===== src/sv/wmd_pkg.sv =====
`timescale 1ns / 1ps

package wmd_pkg;

  // Field widths fixed by the stream format.
  localparam int unsigned SAMPLE_W   = 16;
  localparam int unsigned POSITION_W = 17;
  localparam int unsigned SEGLEN_W   = 16;

  // Output tdata: point_position, then point_value, zero padded to whole bytes.
  localparam int unsigned POINT_BITS = POSITION_W + SAMPLE_W;
  localparam int unsigned M_TDATA_W  = ((POINT_BITS + 7) / 8) * 8;
  localparam int unsigned S_TDATA_W  = ((SAMPLE_W + 7) / 8) * 8;

  // Defaults handed to the top level.
  localparam int unsigned WINDOW_SAMPLES_DEFAULT = 131072;
  localparam int unsigned QUEUE_DEPTH_DEFAULT    = 8;

  // Register reset value.
  localparam logic [SEGLEN_W-1:0] SEGMENT_LENGTH_RESET = SEGLEN_W'(1);

  // Most points one sample can produce: start point plus two extremes.
  localparam int unsigned MAX_POINTS = 3;

  typedef struct packed {
    logic                       done;
    logic signed [SAMPLE_W-1:0] value;
    logic [POSITION_W-1:0]      position;
  } point_t;

  // Points produced by one accepted sample, oldest in slot 0.
  typedef struct packed {
    logic [1:0]                  count;
    point_t [MAX_POINTS-1:0]     points;
  } push_t;

endpackage


===== src/sv/wmd_track.sv =====
`timescale 1ns / 1ps

module wmd_track #(
  parameter int unsigned WINDOW_SAMPLES = wmd_pkg::WINDOW_SAMPLES_DEFAULT
) (
  input  logic                                clk,
  input  logic                                rst,
  input  logic                                take,
  input  logic signed [wmd_pkg::SAMPLE_W-1:0] sample,
  input  logic                                window_end,
  input  logic [wmd_pkg::SEGLEN_W-1:0]        segment_length,
  output wmd_pkg::push_t                      push
);

  localparam int unsigned POS_W = (WINDOW_SAMPLES > 2) ? $clog2(WINDOW_SAMPLES) : 1;
  localparam int unsigned EXT_W = (POS_W > wmd_pkg::POSITION_W) ? POS_W
                                                                : wmd_pkg::POSITION_W;
  localparam logic [POS_W-1:0] LAST_POS = POS_W'(WINDOW_SAMPLES - 1);

  logic signed [wmd_pkg::SAMPLE_W-1:0] run_max, run_min;
  logic signed [wmd_pkg::SAMPLE_W-1:0] run_max_next, run_min_next;
  logic [POS_W-1:0]                    max_position, min_position;
  logic [POS_W-1:0]                    max_position_next, min_position_next;
  logic [POS_W-1:0]                    window_position;
  logic [wmd_pkg::SEGLEN_W-1:0]        segment_fill;

  logic [wmd_pkg::SEGLEN_W-1:0] seg_len;
  logic [wmd_pkg::SEGLEN_W:0]   fill_inc;
  logic                         last;
  logic                         closes;
  logic                         start;
  logic                         two_points;
  wmd_pkg::point_t              start_pt, max_pt, min_pt, first_pt, second_pt;

  // Positions leave the block as their low 17 bits.
  function automatic logic [wmd_pkg::POSITION_W-1:0] out_pos(input logic [POS_W-1:0] p);
    logic [EXT_W-1:0] ext;
    ext = EXT_W'(p);
    return ext[wmd_pkg::POSITION_W-1:0];
  endfunction

  // Running extremes; a later equal value keeps the earlier one.
  always_comb begin
    seg_len = (segment_length == '0) ? wmd_pkg::SEGLEN_W'(1) : segment_length;
    last    = window_end || (window_position == LAST_POS);
    start   = (window_position == '0);
    if (segment_fill == '0) begin
      run_max_next      = sample;
      run_min_next      = sample;
      max_position_next = window_position;
      min_position_next = window_position;
    end else begin
      run_max_next      = (sample > run_max) ? sample : run_max;
      max_position_next = (sample > run_max) ? window_position : max_position;
      run_min_next      = (sample < run_min) ? sample : run_min;
      min_position_next = (sample < run_min) ? window_position : min_position;
    end
    fill_inc = {1'b0, segment_fill} + 1'b1;
    closes   = last || (fill_inc >= {1'b0, seg_len});
  end

  // Order the segment's points in time; one point when both share an index.
  always_comb begin
    start_pt = '{done: 1'b0, value: sample, position: '0};
    max_pt   = '{done: 1'b0, value: run_max_next, position: out_pos(max_position_next)};
    min_pt   = '{done: 1'b0, value: run_min_next, position: out_pos(min_position_next)};
    two_points = (max_position_next != min_position_next);
    if (max_position_next < min_position_next) begin
      first_pt  = max_pt;
      second_pt = min_pt;
    end else begin
      first_pt  = min_pt;
      second_pt = max_pt;
    end
    first_pt.done  = last && !two_points;
    second_pt.done = last;

    push.points = '0;
    push.count  = '0;
    if (take) begin
      if (start) begin
        push.points[0] = start_pt;
        push.points[1] = first_pt;
        push.points[2] = second_pt;
      end else begin
        push.points[0] = first_pt;
        push.points[1] = second_pt;
      end
      push.count = 2'(start) + (closes ? (two_points ? 2'd2 : 2'd1) : 2'd0);
    end
  end

  // Segment and window state.
  always_ff @(posedge clk) begin
    if (rst) begin
      run_max         <= '0;
      run_min         <= '0;
      max_position    <= '0;
      min_position    <= '0;
      window_position <= '0;
      segment_fill    <= '0;
    end else if (take) begin
      run_max         <= run_max_next;
      run_min         <= run_min_next;
      max_position    <= max_position_next;
      min_position    <= min_position_next;
      window_position <= last ? '0 : window_position + 1'b1;
      segment_fill    <= closes ? '0 : fill_inc[wmd_pkg::SEGLEN_W-1:0];
    end
  end

endmodule


===== src/sv/wmd_queue.sv =====
`timescale 1ns / 1ps

// Point queue that takes up to three points per cycle and gives one when popped.
// DEPTH must be a power of two of at least four.
module wmd_queue #(
  parameter int unsigned DEPTH = wmd_pkg::QUEUE_DEPTH_DEFAULT
) (
  input  logic                       clk,
  input  logic                       rst,
  input  wmd_pkg::push_t             push,
  input  logic                       pop,
  output wmd_pkg::point_t            head,
  output logic                       not_empty,
  output logic [$clog2(DEPTH+1)-1:0] level
);

  localparam int unsigned PTR_W = $clog2(DEPTH);
  localparam int unsigned CNT_W = $clog2(DEPTH + 1);

  wmd_pkg::point_t  entries [DEPTH];
  logic [PTR_W-1:0] wr_ptr, rd_ptr;
  logic [CNT_W-1:0] level_next;

  assign head      = entries[rd_ptr];
  assign not_empty = (level != '0);

  always_comb begin
    level_next = level + CNT_W'(push.count) - CNT_W'(pop && not_empty);
  end

  // Payload slots.
  always_ff @(posedge clk) begin
    for (int i = 0; i < wmd_pkg::MAX_POINTS; i++) begin
      if (2'(i) < push.count) begin
        entries[wr_ptr + PTR_W'(i)] <= push.points[i];
      end
    end
  end

  // Pointers and fill level.
  always_ff @(posedge clk) begin
    if (rst) begin
      wr_ptr <= '0;
      rd_ptr <= '0;
      level  <= '0;
    end else begin
      wr_ptr <= wr_ptr + PTR_W'(push.count);
      if (pop && not_empty) begin
        rd_ptr <= rd_ptr + 1'b1;
      end
      level <= level_next;
    end
  end

endmodule


===== src/sv/waveform_minmax_decimator_top.sv =====
`timescale 1ns / 1ps

// Min/max peak decimator for waveform display. Signed 16-bit samples arrive on
// the s_ stream, tlast marking the last sample of a window; the window is cut
// into segments of segment_length samples (0 acts as 1) and each segment yields
// its maximum and minimum with their window positions, in time order, or one
// point when both sit at the same index. The first sample of a window also
// yields a start point at position 0, and m_tlast flags a window's final point.
// A sample is taken in every cycle while the eight-entry point queue has room
// for three points, each sample's points being written into the queue as it is
// taken; one point leaves per cycle while m_tready is high, a sample yields zero
// to three points, and the output port sets the sustained rate. The user writes
// segment_length through cfg_ only while no transfer is pending (the block does not enforce it).
module waveform_minmax_decimator_top #(
  parameter int unsigned WINDOW_SAMPLES = wmd_pkg::WINDOW_SAMPLES_DEFAULT,
  parameter int unsigned QUEUE_DEPTH    = wmd_pkg::QUEUE_DEPTH_DEFAULT
) (
  input  logic                          clk,
  input  logic                          rst,
  // Configuration write: segment_length
  input  logic                          cfg_valid,
  output logic                          cfg_ready,
  input  logic [wmd_pkg::SEGLEN_W-1:0]  cfg_data,
  // Samples
  input  logic                          s_tvalid,
  output logic                          s_tready,
  input  logic [wmd_pkg::S_TDATA_W-1:0] s_tdata,   // [15:0] sample
  input  logic                          s_tlast,   // window_end
  // Points
  output logic                          m_tvalid,
  input  logic                          m_tready,
  output logic [wmd_pkg::M_TDATA_W-1:0] m_tdata,   // [16:0] point_position, [32:17] point_value
  output logic                          m_tlast    // window_done
);

  localparam int unsigned CNT_W = $clog2(QUEUE_DEPTH + 1);

  logic [wmd_pkg::SEGLEN_W-1:0] segment_length;
  logic                         take;
  wmd_pkg::push_t               push;
  wmd_pkg::point_t              head;
  logic [CNT_W-1:0]             level;

  // Configuration register; no write is taken while in reset.
  assign cfg_ready = !rst;

  always_ff @(posedge clk) begin
    if (rst) begin
      segment_length <= wmd_pkg::SEGMENT_LENGTH_RESET;
    end else if (cfg_valid && cfg_ready) begin
      segment_length <= cfg_data;
    end
  end

  // Accept a sample only while the queue can absorb its worst case.
  assign s_tready = !rst && (level <= CNT_W'(QUEUE_DEPTH - wmd_pkg::MAX_POINTS));
  assign take     = s_tvalid && s_tready;

  wmd_track #(
    .WINDOW_SAMPLES(WINDOW_SAMPLES)
  ) u_track (
    .clk           (clk),
    .rst           (rst),
    .take          (take),
    .sample        (s_tdata[wmd_pkg::SAMPLE_W-1:0]),
    .window_end    (s_tlast),
    .segment_length(segment_length),
    .push          (push)
  );

  wmd_queue #(
    .DEPTH(QUEUE_DEPTH)
  ) u_queue (
    .clk      (clk),
    .rst      (rst),
    .push     (push),
    .pop      (m_tready),
    .head     (head),
    .not_empty(m_tvalid),
    .level    (level)
  );

  // Output packing.
  assign m_tdata = wmd_pkg::M_TDATA_W'({head.value, head.position});
  assign m_tlast = head.done;

`ifndef NO_ASSERTIONS
  // The queue never holds more points than it has slots.
  assert property (@(posedge clk) disable iff (rst) level <= CNT_W'(QUEUE_DEPTH))
    else $error("point queue overflow");

  // A window's last sample always leaves at least one point behind it.
  assert property (@(posedge clk) disable iff (rst) (take && s_tlast) |=> m_tvalid)
    else $error("window end produced no point");

  // One sample adds at most three points to the queue.
  assert property (@(posedge clk) disable iff (rst)
    !$past(rst) |-> (level <= $past(level) + CNT_W'(wmd_pkg::MAX_POINTS)))
    else $error("queue grew by more than three points");
`endif

endmodule


===== config.mk =====
export PLATFORM = sky130hd
export DESIGN_NAME = waveform_minmax_decimator_top
export DESIGN_NICKNAME = d
export VERILOG_FILES = /design/src/sv/wmd_pkg.sv /design/src/sv/wmd_track.sv /design/src/sv/wmd_queue.sv /design/src/sv/waveform_minmax_decimator_top.sv
export SDC_FILE = /design/constraint.sdc
export NUM_CORES = 1
export LEC_CHECK = 0
export ABC_AREA = 1
export BUFFER_PORTS_ARGS = -buffer_cell sky130_fd_sc_hd__buf_2
export CORE_MARGIN = 3
export CORE_UTILIZATION = 38
export DETAILED_ROUTE_END_ITERATION = 16
export PLACE_DENSITY = 0.52
export SLEW_MARGIN = 20
export SYNTH_ARGS = -nofsm -noshare
export SYNTH_HDL_FRONTEND = slang
export SYNTH_HIERARCHICAL = 1
export SYNTH_SLANG_ARGS = --single-unit
export TNS_END_PERCENT = 100

===== constraint.sdc =====
create_clock -name clk -period 5.15 [get_ports clk]
set_clock_uncertainty 0.2 [all_clocks]
set_input_delay 0.515 -clock clk [delete_from_list [all_inputs] [get_ports clk]]
set_output_delay 0.515 -clock clk [all_outputs]
set_load 0.1 [all_outputs]

Word-level counts from Yosys, hierarchy flattened
Memories as Yosys holds them, arrays and structs flattened. A register that Yosys moved wholly into a read port is not among the register bits.
Index checks and enable logic that the tools add are counted.
{"block": "classes", "eq_ne": 2, "n_reduce_logical": 13, "n_addsub": 9, "muxes": 26, "magnitude_cmp": 8}
{"op": "104-bit two-way mux", "n": 1}
{"op": "16-bit two-way mux", "n": 6}
{"op": "17-bit two-way mux", "n": 5}
{"op": "68-bit two-way mux", "n": 1}
{"op": "33-bit two-way mux", "n": 2}
{"op": "34-bit two-way mux", "n": 1}
{"op": "16-bit logical NOT", "n": 2}
{"op": "16-bit by 1-bit adder with 17-bit output, second input constant", "n": 1}
{"op": "17-bit by 1-bit adder with 17-bit output, second input constant", "n": 1}
{"op": "17-bit equality test, second input constant", "n": 1}
{"op": "17-bit by 16-bit >= comparator with 1-bit output", "n": 1}
{"op": "17-bit logical NOT", "n": 1}
{"op": "17-bit < comparator", "n": 1}
{"op": "17-bit inequality test", "n": 1}
{"op": "16-bit > comparator", "n": 1}
{"op": "16-bit < comparator", "n": 1}
{"op": "3-bit by 1-bit adder with 3-bit output, second input constant", "n": 2}
{"op": "1-bit two-way mux", "n": 6}
{"op": "3-bit two-way mux", "n": 2}
{"op": "1-bit logical AND", "n": 5}
{"op": "4-bit by 2-bit adder with 4-bit output", "n": 1}
{"op": "4-bit by 3-bit <= comparator with 1-bit output, second input constant", "n": 1}
{"op": "1-bit by 2-bit < comparator with 1-bit output, first input constant", "n": 2}
{"op": "2-bit two-way mux", "n": 2}
{"op": "other kinds (8)", "n": 10}
{"block": "word_totals", "ff_bits": 125, "wordCells": 69, "inputBits": 38, "mem_count": 1, "ramBits": 272, "out_inout_bits": 44}
{"name": "u_queue.entries", "depth": 8, "word_bits": 34, "read_ports": 1, "rd_ports_with_merged_regs": 1, "wr": 3, "line_no": "wmd_queue.sv:20", "source": "wmd_pkg::point_t entries [DEPTH];"}

Depth between registers and ports, before layout
{"block": "depth", "ltp_word": 11, "ltp_mapped": 36, "mapped_depth_nobuf": 34}

Cells and area by module
The synthesis kept the hierarchy.
{"module": "wmd_queue", "seq_area_each_um2": 8428.1, "cells_each": 2592, "instances": 1, "area_per_inst_um2": 19132.1}
{"module": "wmd_track", "seq_area_each_um2": 1981.9, "cells_each": 1510, "instances": 1, "area_per_inst_um2": 9018.6}
{"module": "waveform_minmax_decimator_top", "seq_area_each_um2": 320.3, "cells_each": 83, "instances": 1, "area_per_inst_um2": 630.6}

Worst setup path before layout
Ideal clock, no wire load.
{"block": "synth_path", "kind": "input port to flip-flop", "startpoint": "in s_tdata[9] (netlist name)", "endpoint": "mem u_queue/entries[7][0] (netlist name) (enable)", "setup_ns": 0.579, "path_stages": 27, "path_slack_ns": -0.183, "required_ns": 4.371, "n_path_buf": 3, "arrival_time_ns": 4.554, "cell_sequence": "ha_1 nand2_1 inv_1 o21ai_0 a21oi_1 nor2_1 nand3_2 nand3_2 buf_2 nand2_1 nand2_1 inv_1 ha_1 nand2_1 nor3_1 nand3_1 a21oi_2 ha_1 nand3_1 nand2_1 nor2_1 inv_1 nor2_8 buf_4 nand3_4 buf_2 nand3_1"}
{"element": "start: declaration", "line_no": "waveform_minmax_decimator_top.sv:27", "source": "input logic [wmd_pkg::S_TDATA_W-1:0] s_tdata,"}
{"element": "end: declaration", "line_no": "wmd_queue.sv:20"}

==> impl_summary.txt <==
----------------------------------------------------
[Run status]
  Status ... completed

[Global route]
  Met1 layer usage reported by global route ... 41.0%
  Met2 usage ... 46.3%
  Antenna violations before repair ... 0
  All-Layer GR Usage ... between 20% and 30%
  Busiest metal layer after global routing ... met2
  First-pass GRT wire length ... around 180 mm
  Maximum number of pins on one net before global-route repair ... between 80 and 90
  Via count of the first global-routing pass ... 28461
  Total overflow reported by the global router ... 0
  Met3 Resource Use GR ... under 10%

[Critical path]
  Category of the most critical setup path ... reg2reg
  Critical path endpoint ... u_queue/entries[3][33]$_DFFE_PP_
  Number of buffer and inverter stages on the critical path ... 7
  Critical path peak fanout ... 19
  Worst Setup SP ... u_track/run_max[11]$_SDFFE_PP0P_
  Arrival time reported for the critical path endpoint ... 5.17 ns
  Slowest stage cell, crit path ... sky130_fd_sc_hd__dfxtp_1
  Crit Reg-Reg Startpoint ... u_track/run_max[11]$_SDFFE_PP0P_
  Reg2reg path depth ... 25
  Critical path endpoint category ... flip-flop
  Crit-path max cell delay ... approximately 0.35 ns
  Endpoint of the worst-slack reg-to-reg timing path ... u_queue/entries[3][33]$_DFFE_PP_
  Register-to-register setup slack ... 0.25 ns
  Cell repeated most along the worst path ... sky130_fd_sc_hd__nand2_1
  Worst path required time ... 5.42 ns
  Cell family with the largest share of critical-path delay ... simple AND/OR/NAND/NOR gates
  Critical Path Stages ... 25
  Worst Setup Start Kind ... flip-flop

[Pwr]
  Power density cells ... 435 nW/um2
  VDD IR-drop max ... 0.334 mV
  Total power consumption of the routed design ... 15.1 mW
  Leakage power figure ... between 15 and 20 nW

[Synth]
  Primary flip-flop cell chosen by synthesis mapping ... sky130_fd_sc_hd__edfxtp_1
  Number of enable-type register cells in the synthesized netlist ... 272
  Share of synthesized area occupied by flip-flops and latches ... a little under two fifths
  Share of flip-flops with an asynchronous set or reset after synthesis ... 0%
  Count of different cell masters after synthesis ... 52
  Largest cells by area after synthesis ... sky130_fd_sc_hd__edfxtp_1 (28%), sky130_fd_sc_hd__nand2_1 (17%), sky130_fd_sc_hd__nand3_1 (10%)
  Syn Area/Cell ... between 6 and 7 um2
  YS warnings ... 6
  Number of cells produced by synthesis ... 4185
  Number of synthesized register bits ... 400
  Dominant cell type by area after synthesis ... sky130_fd_sc_hd__edfxtp_1
  Netlist area before placement ... around 29000 um2
  Portion of synthesized cell area occupied by the leading cell type ... 28.4%

[STA]
  Fin. Hold Viols ... 0
  Setup repair after global routing missed its margin ... true
  Setup total negative slack ... 0 ns
  Pins Over Slew Limit ... 0
  Fin Hold WS ... 0.0447 ns
  Period utilization ... 95.2%
  Minimum period implied by the final worst setup slack ... 4.90 ns
  Setup slack after layout ... 0.249 ns
  Achievable clock frequency ... 204 MHz
  Remaining max-slew budget at the tightest pin ... between 20% and 30%
  Count of final setup violators ... 0
  Transition at the pin with the smallest max-transition slack ... 1.06 ns

[Placement]
  Final RePlAce weighted congestion ... 0.910
  HPWL reported at the end of detailed placement ... 79.9 mm
  Port bufs ... 74
  Pre-CTS setup slack ... -0.133 ns

[Routing]
  Number of design-rule violations left by the first detailed-router iteration ... about 3400
  Via count of the routed design ... approximately 30000
  Detail-routed via count per cell ... 5.68
  Number of detailed-route iterations in the first pass ... 6
  Detailed Route WL ... approximately 120 mm
  Remaining design rule violation count ... 0
  Detail Route Antenna Nets ... 0
  Routed wire length per instance ... 22.2 um

[Flow run]
  Max-capacitance violation count ... 0

[Layout]
  Layout cell share with drive strength beyond 1 ... between 15 and 20%
  Number of nets in the final layout ... approximately 4500
  Synth-to-Final Area Change ... 20.6%
  Count of inserted antenna diode cells ... 0
  Final standard cell utilization of the core ... 46.5%
  Fillers ... 7462

[Clock tree]
  Clock slew at reported path FFs ... 0.05 ns
  CTS Buf Count ... 51
  Number of H-tree branching levels ... 2
  Clock Sinks ... 400
  Max Root-Sink Buffers ... 3
  Clock root buffer ... sky130_fd_sc_hd__clkbuf_16
  Clock latency on the worst-skew pair ... around 0.61 ns
  CTS tree ... built

[Floorplanning]
  Chip Width ... 281 um
  Placement row count ... 100
  Die area ... 79100 um2
  Initial standard-cell utilization of the core ... 38.5%
  Area inside the core boundary ... about 75000 um2
  Top-Level Pins ... between 80 and 90
  Vertical die dimension ... roughly 280 um

[Min path]
  Min-delay worst type ... in2reg
  Startpoint of the most critical hold path ... m_tready

----------------------------------------------------
[report_power, final]
| part | switching (mW) | leakage (nW) | internal, mW | total, mW |
|---|---|---|---|---|
| clock | 1.52 | 0.818 | 2.13 | 3.66 |
| sequential | 0.127 | 3.57 | 3.81 | 3.94 |
| combinational | 5.43 | 12.3 | 2.06 | 7.49 |
| total | 7.08 | 16.7 | 8.00 | 15.1 |
[cells by family (layout without fill, tap and decap cells)]
group / after synthesis / in the layout / share of synthesized area, %
other cells: 1 / 7 / 0.0130
fa+ha+maj: 80 / 80 / 3.53
flops: 400 / 400 / 37.3
simple gates: 2676 / 2676 / 41.8
xor+xnor: 16 / 16 / 0.487
compound gates: 380 / 380 / 6.77
buf+inv: 632 / 866 / 10.2
[through the flow]
| stage | std cells | area, um2 |
|---|---|---|
| after floorplan | 4191 | 28800 |
| after global placement | 5278 | 32600 |
| after detailed placement | 5278 | 32600 |
| after CTS | 5388 | 34400 |
| after global routing | 5394 | 34700 |
| final | 5394 | 34700 |
[how the worst min path moves through the flow]
stage                                                       end  cells past startpoint
after floorplan                  segment_length[0]$_SDFFE_PP1P_                      2
after global placement    u_track/segment_fill[14]$_SDFFE_PP0P_                      2
after detailed placement                              flip-flop                      2
after CTS                                             flip-flop                      3
after global routing                                  flip-flop                      3
final                                                 flip-flop                      3
[flip-flops by register name, summed over array words and instances (netlist names), named ones only]
name	cells
u_queue/wr_ptr	3
u_queue/entries	272
u_queue/rd_ptr	3
u_track/max_position	17
u_queue/level	4
u_track/run_min	16
u_track/segment_fill	16
segment_length	16
u_track/run_max	16
u_track/min_position	17
u_track/window_position	17
[area by class of cell]
class | instances | area (um2) | share of cell area, %
tap | 969 | 1210 | 3.49
timing repair buffer | 486 | 4620 | 13.3
multi-input combinational | 3159 | 15400 | 44.2
inverter | 286 | 1100 | 3.18
clock inverter | 28 | 302 | 0.869
clock buffer | 66 | 1370 | 3.95
sequential | 400 | 10700 | 30.9
[cells in the mapped netlist (2+ instances only)]
library cell                  n
sky130_fd_sc_hd__nand4_2      2
sky130_fd_sc_hd__nor2_4       4
sky130_fd_sc_hd__nor3_2       3
sky130_fd_sc_hd__a211oi_1     2
sky130_fd_sc_hd__o31ai_1      3
sky130_fd_sc_hd__nand3_2     21
sky130_fd_sc_hd__xor2_1      13
sky130_fd_sc_hd__edfxtp_1   272
sky130_fd_sc_hd__fa_1         2
sky130_fd_sc_hd__buf_1       28
sky130_fd_sc_hd__buf_6       24
sky130_fd_sc_hd__o21ai_1     81
sky130_fd_sc_hd__buf_4       34
sky130_fd_sc_hd__clkinv_2     3
sky130_fd_sc_hd__inv_1      258
sky130_fd_sc_hd__o21ai_0    188
sky130_fd_sc_hd__nand2_2     11
sky130_fd_sc_hd__o21a_1       2
sky130_fd_sc_hd__nor3_4       3
sky130_fd_sc_hd__xnor2_1      3
sky130_fd_sc_hd__nor2_1     401
sky130_fd_sc_hd__nor2_2       2
sky130_fd_sc_hd__a21oi_1     97
sky130_fd_sc_hd__dfxtp_1    128
sky130_fd_sc_hd__nand2_1   1280
sky130_fd_sc_hd__nor4_1      10
sky130_fd_sc_hd__clkinv_1     4
sky130_fd_sc_hd__clkbuf_1    86
sky130_fd_sc_hd__nor3_1      17
sky130_fd_sc_hd__inv_2       19
sky130_fd_sc_hd__nand3_4      4
sky130_fd_sc_hd__nand4_1    337
sky130_fd_sc_hd__buf_2      173
sky130_fd_sc_hd__nand3b_1     2
sky130_fd_sc_hd__a21o_1       2
sky130_fd_sc_hd__ha_1        78
sky130_fd_sc_hd__nand3_1    573
[routing by layer]
metal,share of wire [%],up-vias
met1,42,14184
met4,4.1,0
met2,44,1635
met5,0,-
li1,-,14523
met3,9.8,315
[placed cells by master, fill, tap and decap left out, types with 11 or more instances in the layout]
cell                               n
sky130_fd_sc_hd__ha_1             75
sky130_fd_sc_hd__nor3_1           14
sky130_fd_sc_hd__dfxtp_1         124
sky130_fd_sc_hd__nand3_2          27
sky130_fd_sc_hd__buf_6            15
sky130_fd_sc_hd__inv_2            28
sky130_fd_sc_hd__nand2_1        1276
sky130_fd_sc_hd__a21oi_1          96
sky130_fd_sc_hd__buf_2            73
sky130_fd_sc_hd__nor2_1          391
sky130_fd_sc_hd__nand4_1         337
sky130_fd_sc_hd__o21ai_0         188
sky130_fd_sc_hd__dlygate4sd3_1    16
sky130_fd_sc_hd__buf_12           81
sky130_fd_sc_hd__clkinv_2         12
sky130_fd_sc_hd__nand3_1         564
sky130_fd_sc_hd__clkbuf_1         11
sky130_fd_sc_hd__o21ai_1          81
sky130_fd_sc_hd__nand2_2          12
sky130_fd_sc_hd__inv_1           247
sky130_fd_sc_hd__buf_4           298
sky130_fd_sc_hd__xor2_1           13
sky130_fd_sc_hd__clkbuf_16        52
sky130_fd_sc_hd__edfxtp_1        272
[worst min-delay path: stages]
cell and delay (ns):
sky130_fd_sc_hd__buf_2 0.13, sky130_fd_sc_hd__nand3_1 0.10, sky130_fd_sc_hd__a21oi_1 0.06
[what timing repair did]
item                       4_1_cts  5_1_grt
hold endpoints to repair        16        0
resized for setup                0       62
setup endpoints to repair        0      549
hold buffers                    16        0
buffers inserted                 0        5
No activity file was read; power rests on OpenSTA's default activity.
